===== src/rtl/mvdre_pkg.sv =====
// ----------------------------------------------------------------------------
// mvdre_pkg
// Shared constants for the motion vector difference rate estimator.
// ----------------------------------------------------------------------------
package mvdre_pkg;

    // Result field width and its saturation limit.
    localparam int unsigned COST_OUT_W = 27;
    localparam logic [COST_OUT_W-1:0] COST_OUT_MAX = {COST_OUT_W{1'b1}};

    // One whole bit in Q15.
    localparam int unsigned Q15_SHIFT = 15;

    // Configuration register file.
    localparam int unsigned NUM_COST_REGS = 6;
    localparam int unsigned CFG_IDX_W     = 3;
    localparam int unsigned NUM_ENTRIES   = 2 * NUM_COST_REGS;
    localparam int unsigned ENTRY_IDX_W   = 4;

    // Base indices of the context groups in the bin cost table.
    localparam logic [ENTRY_IDX_W-1:0] ENT_X_NZ       = 4'd0;
    localparam logic [ENTRY_IDX_W-1:0] ENT_Y_NZ_XZERO = 4'd2;
    localparam logic [ENTRY_IDX_W-1:0] ENT_Y_NZ_XNZ   = 4'd4;
    localparam logic [ENTRY_IDX_W-1:0] ENT_X_GT1      = 4'd6;
    localparam logic [ENTRY_IDX_W-1:0] ENT_Y_GT1_XLE1 = 4'd8;
    localparam logic [ENTRY_IDX_W-1:0] ENT_Y_GT1_XGT1 = 4'd10;

    // Bypass bit count of one component: sign plus Golomb length.
    localparam int unsigned BYP_W     = 6;
    localparam int unsigned BYP_SUM_W = BYP_W + 1;

endpackage


===== src/rtl/mvdre_if.sv =====
// ----------------------------------------------------------------------------
// mvdre_in_if / mvdre_out_if
// Valid/ready channels carrying motion vector difference requests and costs.
// ----------------------------------------------------------------------------
interface mvdre_in_if #(
    parameter int unsigned DIFF_WIDTH = 16
);
    logic                         valid;
    logic                         ready;
    logic signed [DIFF_WIDTH-1:0] diff_x;
    logic signed [DIFF_WIDTH-1:0] diff_y;

    modport source (output valid, output diff_x, output diff_y, input ready);
    modport sink   (input valid, input diff_x, input diff_y, output ready);
endinterface

interface mvdre_out_if;
    logic        valid;
    logic        ready;
    logic [26:0] cost_q15;

    modport source (output valid, output cost_q15, input ready);
    modport sink   (input valid, input cost_q15, output ready);
endinterface


===== src/rtl/mvd_rate_estimator_top.sv =====
// ----------------------------------------------------------------------------
// mvd_rate_estimator_top
// Estimated CABAC coding cost of a motion vector difference pair, in Q15 bits.
// ----------------------------------------------------------------------------
// Usage
//   Requests arrive on i_mvd, a valid/ready channel carrying the signed pair
//   diff_x and diff_y. Each request produces exactly one result on o_cost,
//   carrying cost_q15, the estimated bits in unsigned Q15 (32768 = one bit).
//   The twelve context bin costs are written through the plain write port
//   (i_cfg_we, i_cfg_idx, i_cfg_data); register k holds table entries 2k and
//   2k+1 in its low and high halves. Write only while no request is in flight.
//   Each request passes through one input register and one result register,
//   with the whole cost evaluation (magnitudes, leading-one search, table
//   selection, four-way add and saturation) between them. Throughput is one
//   request per cycle while o_cost.ready stays high.
//   When the receiver stalls, the result register holds its value and the
//   input register still takes one more request; with both full, i_mvd.ready
//   drops until o_cost.ready returns. Ready depends combinationally on
//   o_cost.ready.
//   A synchronous low on i_rst_n empties both pipeline stages and clears all
//   cost registers to zero.
// ----------------------------------------------------------------------------
module mvd_rate_estimator_top #(
    parameter int unsigned COST_WIDTH = 24,
    parameter int unsigned DIFF_WIDTH = 16
) (
    input  logic                                  i_clk,
    input  logic                                  i_rst_n,
    mvdre_in_if.sink                              i_mvd,
    mvdre_out_if.source                           o_cost,
    input  logic                                  i_cfg_we,
    input  logic [mvdre_pkg::CFG_IDX_W-1:0]       i_cfg_idx,
    input  logic [2*COST_WIDTH-1:0]               i_cfg_data
);
    import mvdre_pkg::*;

    logic [COST_WIDTH-1:0]        entry [NUM_ENTRIES];
    logic signed [DIFF_WIDTH-1:0] r_dx, r_dy;
    logic [COST_OUT_W-1:0]        n_cost, r_cost;
    logic                         s1_load, s1_valid, s2_load, out_valid;

    // Cost table held in configuration registers.
    mvdre_cfg_regs #(
        .COST_WIDTH (COST_WIDTH)
    ) u_cfg (
        .i_clk      (i_clk),
        .i_rst_n    (i_rst_n),
        .i_cfg_we   (i_cfg_we),
        .i_cfg_idx  (i_cfg_idx),
        .i_cfg_data (i_cfg_data),
        .o_entry    (entry)
    );

    // Handshake and stage valid bits.
    mvdre_stage_ctrl u_ctrl (
        .i_clk       (i_clk),
        .i_rst_n     (i_rst_n),
        .i_in_valid  (i_mvd.valid),
        .o_in_ready  (i_mvd.ready),
        .o_s1_load   (s1_load),
        .o_s1_valid  (s1_valid),
        .o_s2_load   (s2_load),
        .o_out_valid (out_valid),
        .i_out_ready (o_cost.ready)
    );

    // The input register captures the pair on acceptance; it needs no reset
    // because its valid bit lives in the stage controller.
    always_ff @(posedge i_clk) begin
        if (s1_load) begin
            r_dx <= i_mvd.diff_x;
            r_dy <= i_mvd.diff_y;
        end
    end

    // The whole evaluation sits between the input and the result register.
    mvdre_cost_core #(
        .COST_WIDTH (COST_WIDTH),
        .DIFF_WIDTH (DIFF_WIDTH)
    ) u_core (
        .i_diff_x   (r_dx),
        .i_diff_y   (r_dy),
        .i_entry    (entry),
        .o_cost_q15 (n_cost)
    );

    always_ff @(posedge i_clk) begin
        if (s2_load) begin
            r_cost <= n_cost;
        end
    end

    assign o_cost.valid    = out_valid;
    assign o_cost.cost_q15 = r_cost;

    a_result_from_s1: assert property (@(posedge i_clk) disable iff (!i_rst_n)
        s2_load |-> s1_valid)
        else $error("result register loaded without a request in the input register");

    a_result_holds: assert property (@(posedge i_clk) disable iff (!i_rst_n)
        !s2_load |=> $stable(r_cost))
        else $error("result register changed without a load");

    a_input_holds: assert property (@(posedge i_clk) disable iff (!i_rst_n)
        !s1_load |=> $stable(r_dx) && $stable(r_dy))
        else $error("input register changed without an accepted request");

endmodule


===== src/rtl/mvdre_cfg_regs.sv =====
// ----------------------------------------------------------------------------
// mvdre_cfg_regs
// Six bin cost pair registers, presented as a twelve-entry cost table.
// ----------------------------------------------------------------------------
module mvdre_cfg_regs #(
    parameter int unsigned COST_WIDTH = 24
) (
    input  logic                                  i_clk,
    input  logic                                  i_rst_n,
    input  logic                                  i_cfg_we,
    input  logic [mvdre_pkg::CFG_IDX_W-1:0]       i_cfg_idx,
    input  logic [2*COST_WIDTH-1:0]               i_cfg_data,
    output logic [COST_WIDTH-1:0]                 o_entry [mvdre_pkg::NUM_ENTRIES]
);
    import mvdre_pkg::*;

    logic [2*COST_WIDTH-1:0] r_pair [NUM_COST_REGS];

    // Writes to an index beyond the last register are dropped.
    always_ff @(posedge i_clk) begin
        if (!i_rst_n) begin
            for (int k = 0; k < NUM_COST_REGS; k++) begin
                r_pair[k] <= '0;
            end
        end else if (i_cfg_we) begin
            for (int k = 0; k < NUM_COST_REGS; k++) begin
                if (i_cfg_idx == CFG_IDX_W'(k)) begin
                    r_pair[k] <= i_cfg_data;
                end
            end
        end
    end

    always_comb begin
        for (int k = 0; k < NUM_COST_REGS; k++) begin
            o_entry[2*k]   = r_pair[k][COST_WIDTH-1:0];
            o_entry[2*k+1] = r_pair[k][2*COST_WIDTH-1:COST_WIDTH];
        end
    end

endmodule


===== src/rtl/mvdre_cost_core.sv =====
// ----------------------------------------------------------------------------
// mvdre_cost_core
// Combinational cost of one difference pair: table bins plus bypass bits.
// ----------------------------------------------------------------------------
module mvdre_cost_core #(
    parameter int unsigned COST_WIDTH = 24,
    parameter int unsigned DIFF_WIDTH = 16
) (
    input  logic signed [DIFF_WIDTH-1:0]          i_diff_x,
    input  logic signed [DIFF_WIDTH-1:0]          i_diff_y,
    input  logic [COST_WIDTH-1:0]                 i_entry [mvdre_pkg::NUM_ENTRIES],
    output logic [mvdre_pkg::COST_OUT_W-1:0]      o_cost_q15
);
    import mvdre_pkg::*;

    localparam int unsigned BASE_W = (COST_WIDTH > BYP_SUM_W + Q15_SHIFT) ?
                                     COST_WIDTH : (BYP_SUM_W + Q15_SHIFT);
    // Never narrower than the result, so the saturation compare and the
    // final part-select stay in range for narrow table entries.
    localparam int unsigned SUM_W  = (BASE_W + 3 > COST_OUT_W) ? (BASE_W + 3) : COST_OUT_W;

    logic [DIFF_WIDTH-1:0] mag_x, mag_y;
    logic                  xnz, ynz, xgt1, ygt1;
    logic [BYP_W-1:0]      msb_x, msb_y;
    logic [BYP_W-1:0]      byp_x, byp_y;
    logic [BYP_SUM_W-1:0]  byp_sum;
    logic [ENTRY_IDX_W-1:0] idx0, idx1, idx2, idx3;
    logic [COST_WIDTH-1:0] e0, e1, e2, e3;
    logic [SUM_W-1:0]      sum;

    // The magnitude of the most negative value is exactly representable
    // as an unsigned number of the same width.
    assign mag_x = i_diff_x[DIFF_WIDTH-1] ? (~i_diff_x + 1'b1) : i_diff_x;
    assign mag_y = i_diff_y[DIFF_WIDTH-1] ? (~i_diff_y + 1'b1) : i_diff_y;

    assign xnz  = |mag_x;
    assign ynz  = |mag_y;
    assign xgt1 = |mag_x[DIFF_WIDTH-1:1];
    assign ygt1 = |mag_y[DIFF_WIDTH-1:1];

    // Leading-one position of each magnitude.
    always_comb begin
        msb_x = '0;
        msb_y = '0;
        for (int b = 0; b < DIFF_WIDTH; b++) begin
            if (mag_x[b]) msb_x = BYP_W'(b);
            if (mag_y[b]) msb_y = BYP_W'(b);
        end
    end

    // The order-1 Golomb code of (m - 2) is 2*floor(log2(m)) bits long.
    assign byp_x = !xnz ? '0 : (xgt1 ? (BYP_W'({msb_x, 1'b0}) + 1'b1) : BYP_W'(1));
    assign byp_y = !ynz ? '0 : (ygt1 ? (BYP_W'({msb_y, 1'b0}) + 1'b1) : BYP_W'(1));
    assign byp_sum = BYP_SUM_W'(byp_x) + BYP_SUM_W'(byp_y);

    assign idx0 = ENT_X_NZ + ENTRY_IDX_W'(xnz);
    assign idx1 = (xnz ? ENT_Y_NZ_XNZ : ENT_Y_NZ_XZERO) + ENTRY_IDX_W'(ynz);
    assign idx2 = ENT_X_GT1 + ENTRY_IDX_W'(xgt1);
    assign idx3 = (xgt1 ? ENT_Y_GT1_XGT1 : ENT_Y_GT1_XLE1) + ENTRY_IDX_W'(ygt1);

    assign e0 = i_entry[idx0];
    assign e1 = i_entry[idx1];
    assign e2 = xnz ? i_entry[idx2] : '0;
    assign e3 = ynz ? i_entry[idx3] : '0;

    assign sum = SUM_W'(e0) + SUM_W'(e1) + SUM_W'(e2) + SUM_W'(e3)
               + (SUM_W'(byp_sum) << Q15_SHIFT);

    assign o_cost_q15 = (sum > SUM_W'(COST_OUT_MAX)) ? COST_OUT_MAX
                                                     : sum[COST_OUT_W-1:0];

endmodule


===== src/rtl/mvdre_top_placeholder.sv =====
// ----------------------------------------------------------------------------
// mvdre_stage_ctrl
// Two-stage valid/ready pipeline control: input register and result register.
// ----------------------------------------------------------------------------
module mvdre_stage_ctrl (
    input  logic i_clk,
    input  logic i_rst_n,
    input  logic i_in_valid,
    output logic o_in_ready,
    output logic o_s1_load,
    output logic o_s1_valid,
    output logic o_s2_load,
    output logic o_out_valid,
    input  logic i_out_ready
);
    logic r_s1_valid, r_s2_valid;
    logic s1_adv;

    // The result register frees up when it is empty or being taken.
    assign s1_adv     = !r_s2_valid || i_out_ready;
    assign o_in_ready = !r_s1_valid || s1_adv;
    assign o_s1_load  = i_in_valid && o_in_ready;
    assign o_s2_load  = r_s1_valid && s1_adv;
    assign o_s1_valid = r_s1_valid;
    assign o_out_valid = r_s2_valid;

    always_ff @(posedge i_clk) begin
        if (!i_rst_n) begin
            r_s1_valid <= 1'b0;
            r_s2_valid <= 1'b0;
        end else begin
            if (o_in_ready) begin
                r_s1_valid <= i_in_valid;
            end
            if (s1_adv) begin
                r_s2_valid <= r_s1_valid;
            end
        end
    end

    a_accept_fills_s1: assert property (@(posedge i_clk) disable iff (!i_rst_n)
        i_in_valid && o_in_ready |=> r_s1_valid)
        else $error("accepted request did not reach the input register");

    a_s1_moves_to_s2: assert property (@(posedge i_clk) disable iff (!i_rst_n)
        r_s1_valid && s1_adv |=> r_s2_valid)
        else $error("input register advanced without filling the result register");

    a_s1_holds: assert property (@(posedge i_clk) disable iff (!i_rst_n)
        r_s1_valid && !s1_adv |=> r_s1_valid)
        else $error("stalled input register lost its request");

    a_ready_when_out_empty: assert property (@(posedge i_clk) disable iff (!i_rst_n)
        !r_s2_valid |-> o_in_ready)
        else $error("input not ready although the result register is empty");

endmodule


===== src/flat_wrapper.sv =====
// flat-port wrapper written by rule: the top's interface ports become plain ports
module mvd_rate_estimator_top_flat import mvdre_pkg::*;
#(
    parameter int unsigned COST_WIDTH = 24,
    parameter int unsigned DIFF_WIDTH = 16
)
  (i_clk, i_rst_n, i_cfg_we, i_cfg_idx, i_cfg_data, i_mvd_valid, i_mvd_diff_x, i_mvd_diff_y, i_mvd_ready, o_cost_valid, o_cost_cost_q15, o_cost_ready);
  mvdre_in_if #(.DIFF_WIDTH(DIFF_WIDTH)) i_mvd_i ();
  mvdre_out_if o_cost_i ();
  input  logic i_clk;
  input  logic i_rst_n;
  input  logic i_cfg_we;
  input  logic [mvdre_pkg::CFG_IDX_W-1:0] i_cfg_idx;
  input  logic [2*COST_WIDTH-1:0] i_cfg_data;
  input wire logic [$bits(i_mvd_i.valid)-1:0] i_mvd_valid;
  input wire logic [$bits(i_mvd_i.diff_x)-1:0] i_mvd_diff_x;
  input wire logic [$bits(i_mvd_i.diff_y)-1:0] i_mvd_diff_y;
  output wire logic [$bits(i_mvd_i.ready)-1:0] i_mvd_ready;
  output wire logic [$bits(o_cost_i.valid)-1:0] o_cost_valid;
  output wire logic [$bits(o_cost_i.cost_q15)-1:0] o_cost_cost_q15;
  input wire logic [$bits(o_cost_i.ready)-1:0] o_cost_ready;
  assign i_mvd_i.valid = i_mvd_valid;
  assign i_mvd_i.diff_x = i_mvd_diff_x;
  assign i_mvd_i.diff_y = i_mvd_diff_y;
  assign i_mvd_ready = i_mvd_i.ready;
  assign o_cost_valid = o_cost_i.valid;
  assign o_cost_cost_q15 = o_cost_i.cost_q15;
  assign o_cost_i.ready = o_cost_ready;
  mvd_rate_estimator_top #(.COST_WIDTH(COST_WIDTH), .DIFF_WIDTH(DIFF_WIDTH)) u_core (.i_clk(i_clk), .i_rst_n(i_rst_n), .i_mvd(i_mvd_i), .o_cost(o_cost_i), .i_cfg_we(i_cfg_we), .i_cfg_idx(i_cfg_idx), .i_cfg_data(i_cfg_data));
endmodule

===== config.mk =====
export PLATFORM = sky130hd
export DESIGN_NAME = mvd_rate_estimator_top_flat
export DESIGN_NICKNAME = d
export VERILOG_FILES = /design/src/rtl/mvdre_pkg.sv /design/src/rtl/mvdre_if.sv /design/src/rtl/mvd_rate_estimator_top.sv /design/src/rtl/mvdre_cfg_regs.sv /design/src/rtl/mvdre_cost_core.sv /design/src/rtl/mvdre_top_placeholder.sv /design/src/flat_wrapper.sv
export SDC_FILE = /design/constraint.sdc
export NUM_CORES = 1
export LEC_CHECK = 0
export ABC_AREA = 1
export BUFFER_PORTS_ARGS = -buffer_cell sky130_fd_sc_hd__buf_2
export CAP_MARGIN = 30
export CORE_ASPECT_RATIO = 2
export CORE_MARGIN = 2
export CORE_UTILIZATION = 45
export CTS_CLUSTER_SIZE = 12
export DETAILED_ROUTE_END_ITERATION = 8
export GPL_TIMING_DRIVEN = 0
export HOLD_SLACK_MARGIN = 0.15
export MAX_ROUTING_LAYER = met4
export PLACE_DENSITY = 0.73
export REMOVE_ABC_BUFFERS = 1
export SYNTH_ARGS = -nofsm -noshare
export SYNTH_HDL_FRONTEND = slang
export SYNTH_SLANG_ARGS = --single-unit

===== constraint.sdc =====
create_clock -name i_clk -period 5.3 [get_ports i_clk]
set_input_delay 0.265 -clock i_clk [delete_from_list [all_inputs] [get_ports i_clk]]
set_output_delay 0.265 -clock i_clk [all_outputs]
set_load 0.02 [all_outputs]

Word-level counts from Yosys, hierarchy flattened
Memory sizes are Yosys's and may differ from the RTL's.
Cells that the tools add are included.
{"block": "totals", "ff_bits": 61, "latch_bits": 0, "mem_bits_rw": 288, "romBits": 0, "in_bits": 88, "out_inout_bits": 29, "elab_cells": 134, "n_memories": 1}
{"block": "classes", "n_addsub": 12, "multipliers": 0, "div_mod_pow": 0, "magnitude_cmp": 5, "eq_ne": 5, "n_shift": 0, "muxes": 83, "bitwise": 12, "n_reduce_logical": 11}
{"name": "u_core.u_cfg.r_pair", "words": 6, "word_bits": 48, "rd": 6, "rd_ports_with_merged_regs": 0, "wr": 6, "line_no": "mvdre_cfg_regs.sv:17", "rtl": "logic [2*COST_WIDTH-1:0] r_pair [NUM_COST_REGS];"}
{"op": "24-bit binary-select mux with 4-bit select", "n": 4}
{"op": "48-bit 2-to-1 mux", "n": 6}
{"op": "24-bit 2-to-1 mux", "n": 10}
{"op": "5-bit 2-to-1 mux", "n": 27}
{"op": "16-bit by 1-bit adder with 16-bit output (second input constant)", "n": 2}
{"op": "16-bit 2-to-1 mux", "n": 2}
{"op": "16-bit inverter", "n": 2}
{"op": "16-bit OR reduction", "n": 2}
{"op": "15-bit OR reduction", "n": 2}
{"op": "26-bit by 24-bit adder with 27-bit output", "n": 1}
{"op": "27-bit by 22-bit adder with 27-bit output", "n": 1}
{"op": "27-bit greater-than comparator (second input constant)", "n": 1}
{"op": "1-bit 2-to-1 mux", "n": 27}
{"op": "25-bit by 24-bit adder with 26-bit output", "n": 1}
{"op": "24-bit by 24-bit adder with 25-bit output", "n": 1}
{"op": "6-bit 2-to-1 mux", "n": 4}
{"op": "5-bit greater-or-equal comparator (second input constant)", "n": 4}
{"op": "4-bit inverter with 5-bit output", "n": 3}
{"op": "6-bit by 1-bit adder with 6-bit output (second input constant)", "n": 2}
{"op": "6-bit by 6-bit adder with 7-bit output", "n": 1}
{"op": "3-bit by 2-bit == test with 1-bit output (second input constant)", "n": 2}
{"op": "3-bit == test (second input constant)", "n": 2}
{"op": "1-bit bitwise OR", "n": 6}
{"op": "1-bit inverter with 5-bit output", "n": 1}
{"op": "other kinds (10)", "n": 14}

Longest topological paths before layout
{"block": "logic_depth", "ltp_word": 24, "mapped_depth": 40, "ltp_nobuf": 40}

Hierarchy
A second synthesis with hierarchy kept.
{"block": "unflattened", "cells_unflattened": 1989, "hier_area_um2": 19194.7}
{"module": "mvdre_cfg_regs", "instances": 1, "cells_each": 684, "area_each_um2": 10492.6, "seq_area_each_um2": 8648.3}
{"module": "mvdre_cost_core", "instances": 1, "cells_each": 1233, "area_each_um2": 6835.3, "seq_area_each_um2": 0.0}
{"module": "mvd_rate_estimator_top", "instances": 1, "cells_each": 59, "area_each_um2": 1771.7, "seq_area_each_um2": 1771.7}
{"module": "mvdre_stage_ctrl", "instances": 1, "cells_each": 13, "area_each_um2": 95.1, "seq_area_each_um2": 40.0}

Worst setup path after synthesis
No wires, ideal clock.
{"block": "synth_path", "path_kind": "register -> register", "from": "register u_core.r_dx[0]", "to": "register u_core.r_cost[25] (netlist: u_core.o_cost.cost_q15[25]) (data pin)", "setup_time_ps": 265, "arrival_ps": 5645, "required_time_ps": 5035, "setup_slack_ps": -610, "stages_incl_launch_ff": 34, "n_path_buf": 1, "synth_period_minus_slack_ps": 5910, "cell_sequence": "edfxtp_1 > inv_1 > ha_1 > nand2_1 > nor2_1 > nand2_1 > nand3_1 > nand2_1 > inv_1 > nand2_1 > nor2_2 > nand3_2 > inv_2 > buf_2 > a21oi_1 > ha_1 > nand2_1 > nor2_1 > a211oi_1 > xor2_1 > fa_1 > inv_1 > fa_1 > inv_1 > fa_1 > inv_1 > ha_1 > a21oi_1 > inv_1 > a221oi_1 > nand3_1 > nand2_1 > o211ai_1 > xor2_1"}
{"block": "synth_via", "elab_chain_len": 24, "elab_cells_between_ends": 52, "classes_between": "10 x add/sub; 1 x order compare; 34 x mux; 5 x bitwise; 2 x reduce/logical"}
{"item": "from (decl)", "line_no": "mvd_rate_estimator_top.sv:38", "rtl": "logic signed [DIFF_WIDTH-1:0] r_dx, r_dy;"}
{"item": "from (signal assigned)", "line_no": "mvd_rate_estimator_top.sv:71", "rtl": "r_dx <= i_mvd.diff_x;"}
{"item": "16-bit inverter", "line_no": "mvdre_cost_core.sv:33", "rtl": "assign mag_x = i_diff_x[DIFF_WIDTH-1] ? (~i_diff_x + 1'b1) : i_diff_x;"}
{"item": "16-bit by 1-bit adder with 16-bit output", "line_no": "mvdre_cost_core.sv:33"}
{"item": "16-bit 2-to-1 mux *", "line_no": "mvdre_cost_core.sv:33"}
{"item": "branches (longest 19 deep; another with 26-bit by 24-bit adder with 27-bit output)"}
{"item": "27-bit by 22-bit adder with 27-bit output *", "line_no": "mvdre_cost_core.sv:67", "rtl": "+ (SUM_W'(byp_sum) << Q15_SHIFT);"}
{"item": "27-bit greater-than comparator", "line_no": "mvdre_cost_core.sv:69", "rtl": "assign o_cost_q15 = (sum > SUM_W'(COST_OUT_MAX)) ? COST_OUT_MAX"}
{"item": "to (signal assigned)", "line_no": "mvd_rate_estimator_top.sv:89", "rtl": "r_cost <= n_cost;"}
{"item": "to (decl)", "line_no": "mvd_rate_estimator_top.sv:39", "rtl": "logic [COST_OUT_W-1:0] n_cost, r_cost;"}
Mark *: on every way between the ends. The select of a mux whose other input is x is not followed.
A chain may end at the register's enable or synchronous reset.

Worst setup path after layout
{"block": "layout_path", "from": "register u_core.r_dx[1]", "to": "register u_core.r_cost[25] (netlist: u_core.o_cost.cost_q15[25]) (data pin)"}
The elaborated chain is that of the path after synthesis.

==> results_dict.tcl <==
set metrics [dict create \
    first_pass_iters 6 \
    worstMarginPinSlew_ps 959 \
    cts_max_level 2 \
    die_area_um2 44000 \
    start_kind "flop" \
    synth-seq-cells 349 \
    synth_area_um2 19000 \
    place_ws_ps -2730 \
    sw_frac_of_total 0.348 \
    die_h_um 295 \
    hold_viol_final 0 \
    drcViolationCount 0 \
    num_vias 16000 \
    synth_cells 2008 \
    hold_class "in -> reg" \
    clock-root-buffer "clkbuf_16" \
    fin_util 0.583 \
    setup_violations 21 \
    numPlacedInstances 2600 \
    fill_cells 3187 \
    cts_buffers 36 \
    dieWidth_um 149 \
    grt_start_max_net_pins 37 \
    setup_tns_ps -11760 \
    syn_area_per_cell_um2 9.47 \
    switchingPower_mw 3.34 \
    path_max_fanout 4 \
    numClockSinks 349 \
    antenna_cells 0 \
    synth_top_area_share 0.548 \
    synth_cell_types 45 \
    power_frac_comb 0.388 \
    slew_headroom 0.358 \
    ys_top_cells_by_area "edfxtp_1, nor2_1, nand2_1" \
    slew_viol_final 0 \
    cp_slowest_stage_delay_ps 580 \
    fin_crit_sh 1.20 \
    powerDensity_nw_per_um2 394 \
    antenna_found_initial 0 \
    layout_commonest_cell "nor2_1" \
    seqPwrFrac 0.363 \
    pwr-share-clk 0.249 \
    outcome "finished, violations left" \
    cp_top_family "adder cells" \
    worstPathRequired_ps 5560 \
    ys_warn_count 0 \
    wire_per_inst_um 21.9 \
    fin_hold_ws_ps 159 \
    finalClockSkew_ps 34.5 \
    vdd_drop_max_v 0.000230 \
    gr-total-overflow 0 \
    grt_pass1_wl_mm 89.7 \
    start_util 0.455 \
    core-area_um2 41800 \
    critPathCaptureType "flop" \
    synth_top_cell_by_area "edfxtp_1" \
    layout-drive-gt1-share 0.223 \
    insertion_delay_ps 560 \
    rows 106 \
    ios 117 \
    power_leakage_nw 10.7 \
    crit_type "reg -> reg" \
    maxCapViolations 0 \
    clk_pin_slew_ps 60 \
    wirelength_mm 62.2 \
    critical_path_buf_inv_count 5 \
    final_cells 2836 \
    cts_tree "done" \
    fmax_mhz 158 \
    period_minus_slack_ps 6340 \
    gp_congestion 0.894 \
    ant_nets 0 \
    arrival_ps 6610 \
    first_global_vias 16400 \
    drtIter0Drc 1620 \
    portBuffers 116 \
    seq_area_frac_synth 0.550 \
    p_int_mw 6.26 \
    post_drt_via_cell_ratio 5.66 \
    grt_use_total 0.281 \
    clock_tree.buffer_depth 3 \
    violations "setup timing" \
    setup_ws_ps -1040 \
    layout.nets 2474 \
    hpwlAfterDp_mm 35.1 \
    rsz0062_at_grt "true" \
    layout_common_cells "nor2_1, edfxtp_1, nand2_1, inv_1, nand3_1" \
    slowest_stage "fa_1" \
    syn_to_final_growth_pct 28.2 \
]
flip-flops by register name, summed over array words and instances (netlist names):
name / flops
u_core.u_cfg.r_pair: 288
u_core.o_cost.cost_q15: 27
u_core.r_dx: 16
u_core.r_dy: 16
u_core.u_ctrl.o_out_valid: 1
u_core.u_ctrl.o_s1_valid: 1
power groups by stage:
| stage | logic (mW) | clock network (mW) | registers (mW) |
|---|---|---|---|
| 2_1_floorplan | 1.50 | 0 | 3.62 |
| 3_3_place_gp | 2.32 | 0 | 3.54 |
| 3_5_place_dp | 2.37 | 0 | 3.53 |
| 4_1_cts | 3.33 | 2.39 | 3.47 |
| 5_1_grt | 3.97 | 2.48 | 3.50 |
| 6_report | 3.72 | 2.39 | 3.48 |
area by class of cell:
class,instances,area (um^2),area share
clock buffers,45,956,0.0392
multi-input cells,1312,8210,0.337
flip-flops and latches,349,10500,0.429
inverters,258,1000,0.0412
repair buffers,324,2970,0.122
repair inverters,1,8.76,0.000359
well taps,540,676,0.0277
clock inverters,7,97.6,0.00400
metrics by stage:
step           area (um^2)  total power [mW]
2_1_floorplan        18500              5.12
3_3_place_gp         19800              5.85
3_5_place_dp         20400              5.90
4_1_cts              23900              9.20
5_1_grt              24400              9.96
6_report             24400              9.60
metal layers:
| metal | track usage | share of wire |
|---|---|---|
| met1 | 0.267 | 0.31 |
| met3 | 0.0515 | 0.087 |
| met5 | - | 0 |
| met4 | 0.247 | 0.10 |
| met2 | 0.477 | 0.50 |
cells in the mapped netlist (all sizes together):
cell type,instances
xnor2,10
o21ai,54
o21bai,3
o221ai,1
a221oi,1
or2,7
dfxtp,2
a211oi,1
clkbuf,45
nor3b,1
edfxtp,347
and2,2
a21boi,1
nand4,66
a21o,2
inv,258
nor2,443
ha,49
nand2,378
buf,49
o211ai,4
o31ai,1
nor4,3
nor3,5
nand3,157
a21oi,38
xor2,24
fa,55
a31oi,1
kinds of logic (layout without fill, tap and decap cells):
kind of cell	count (synthesis)	count (layout)	synth area share
and+or+nand+nor	1062	1067	0.237
buffers and inverters	352	635	0.0762
DFF	349	349	0.550
AOI/OAI and AO/OA	107	107	0.0306
adders and majority gates	104	104	0.0901
xor gates and xnor gates	34	34	0.0164
final timing paths:
kind                                                        startpoint  slack (ps)  depth (start not counted)                                       end
worst max-delay path                          u_core.r_dx[1]$_DFFE_PP_       -1040                         30  u_core.o_cost.cost_q15[25]$_SDFFCE_PN1P_
worst min-delay path                                    i_cfg_data[25]         160                          3  u_core.u_cfg.r_pair[2][25]$_SDFFCE_PN0P_
worst max register to register                u_core.r_dx[1]$_DFFE_PP_       -1040                         30  u_core.o_cost.cost_q15[25]$_SDFFCE_PN1P_
worst min register to register  u_core.u_ctrl.o_out_valid$_SDFFE_PN0P_         550                          2    u_core.u_ctrl.o_out_valid$_SDFFE_PN0P_
tightest hold or removal path: stages:
cell,delay [ps]
buf_2,70
inv_1,100
nor2_1,120
what timing repair did:
action / in CTS / in global routing
gates cloned: 10 / 0
gates resized for setup: 191 / 82
setup buffers: 79 / 24
hold endpoints to repair: 251 / 0
pin swaps: 90 / 53
hold buffers: 75 / 0
endpoints found under the setup margin: 25 / 21
(Power assumes the default switching activity.)
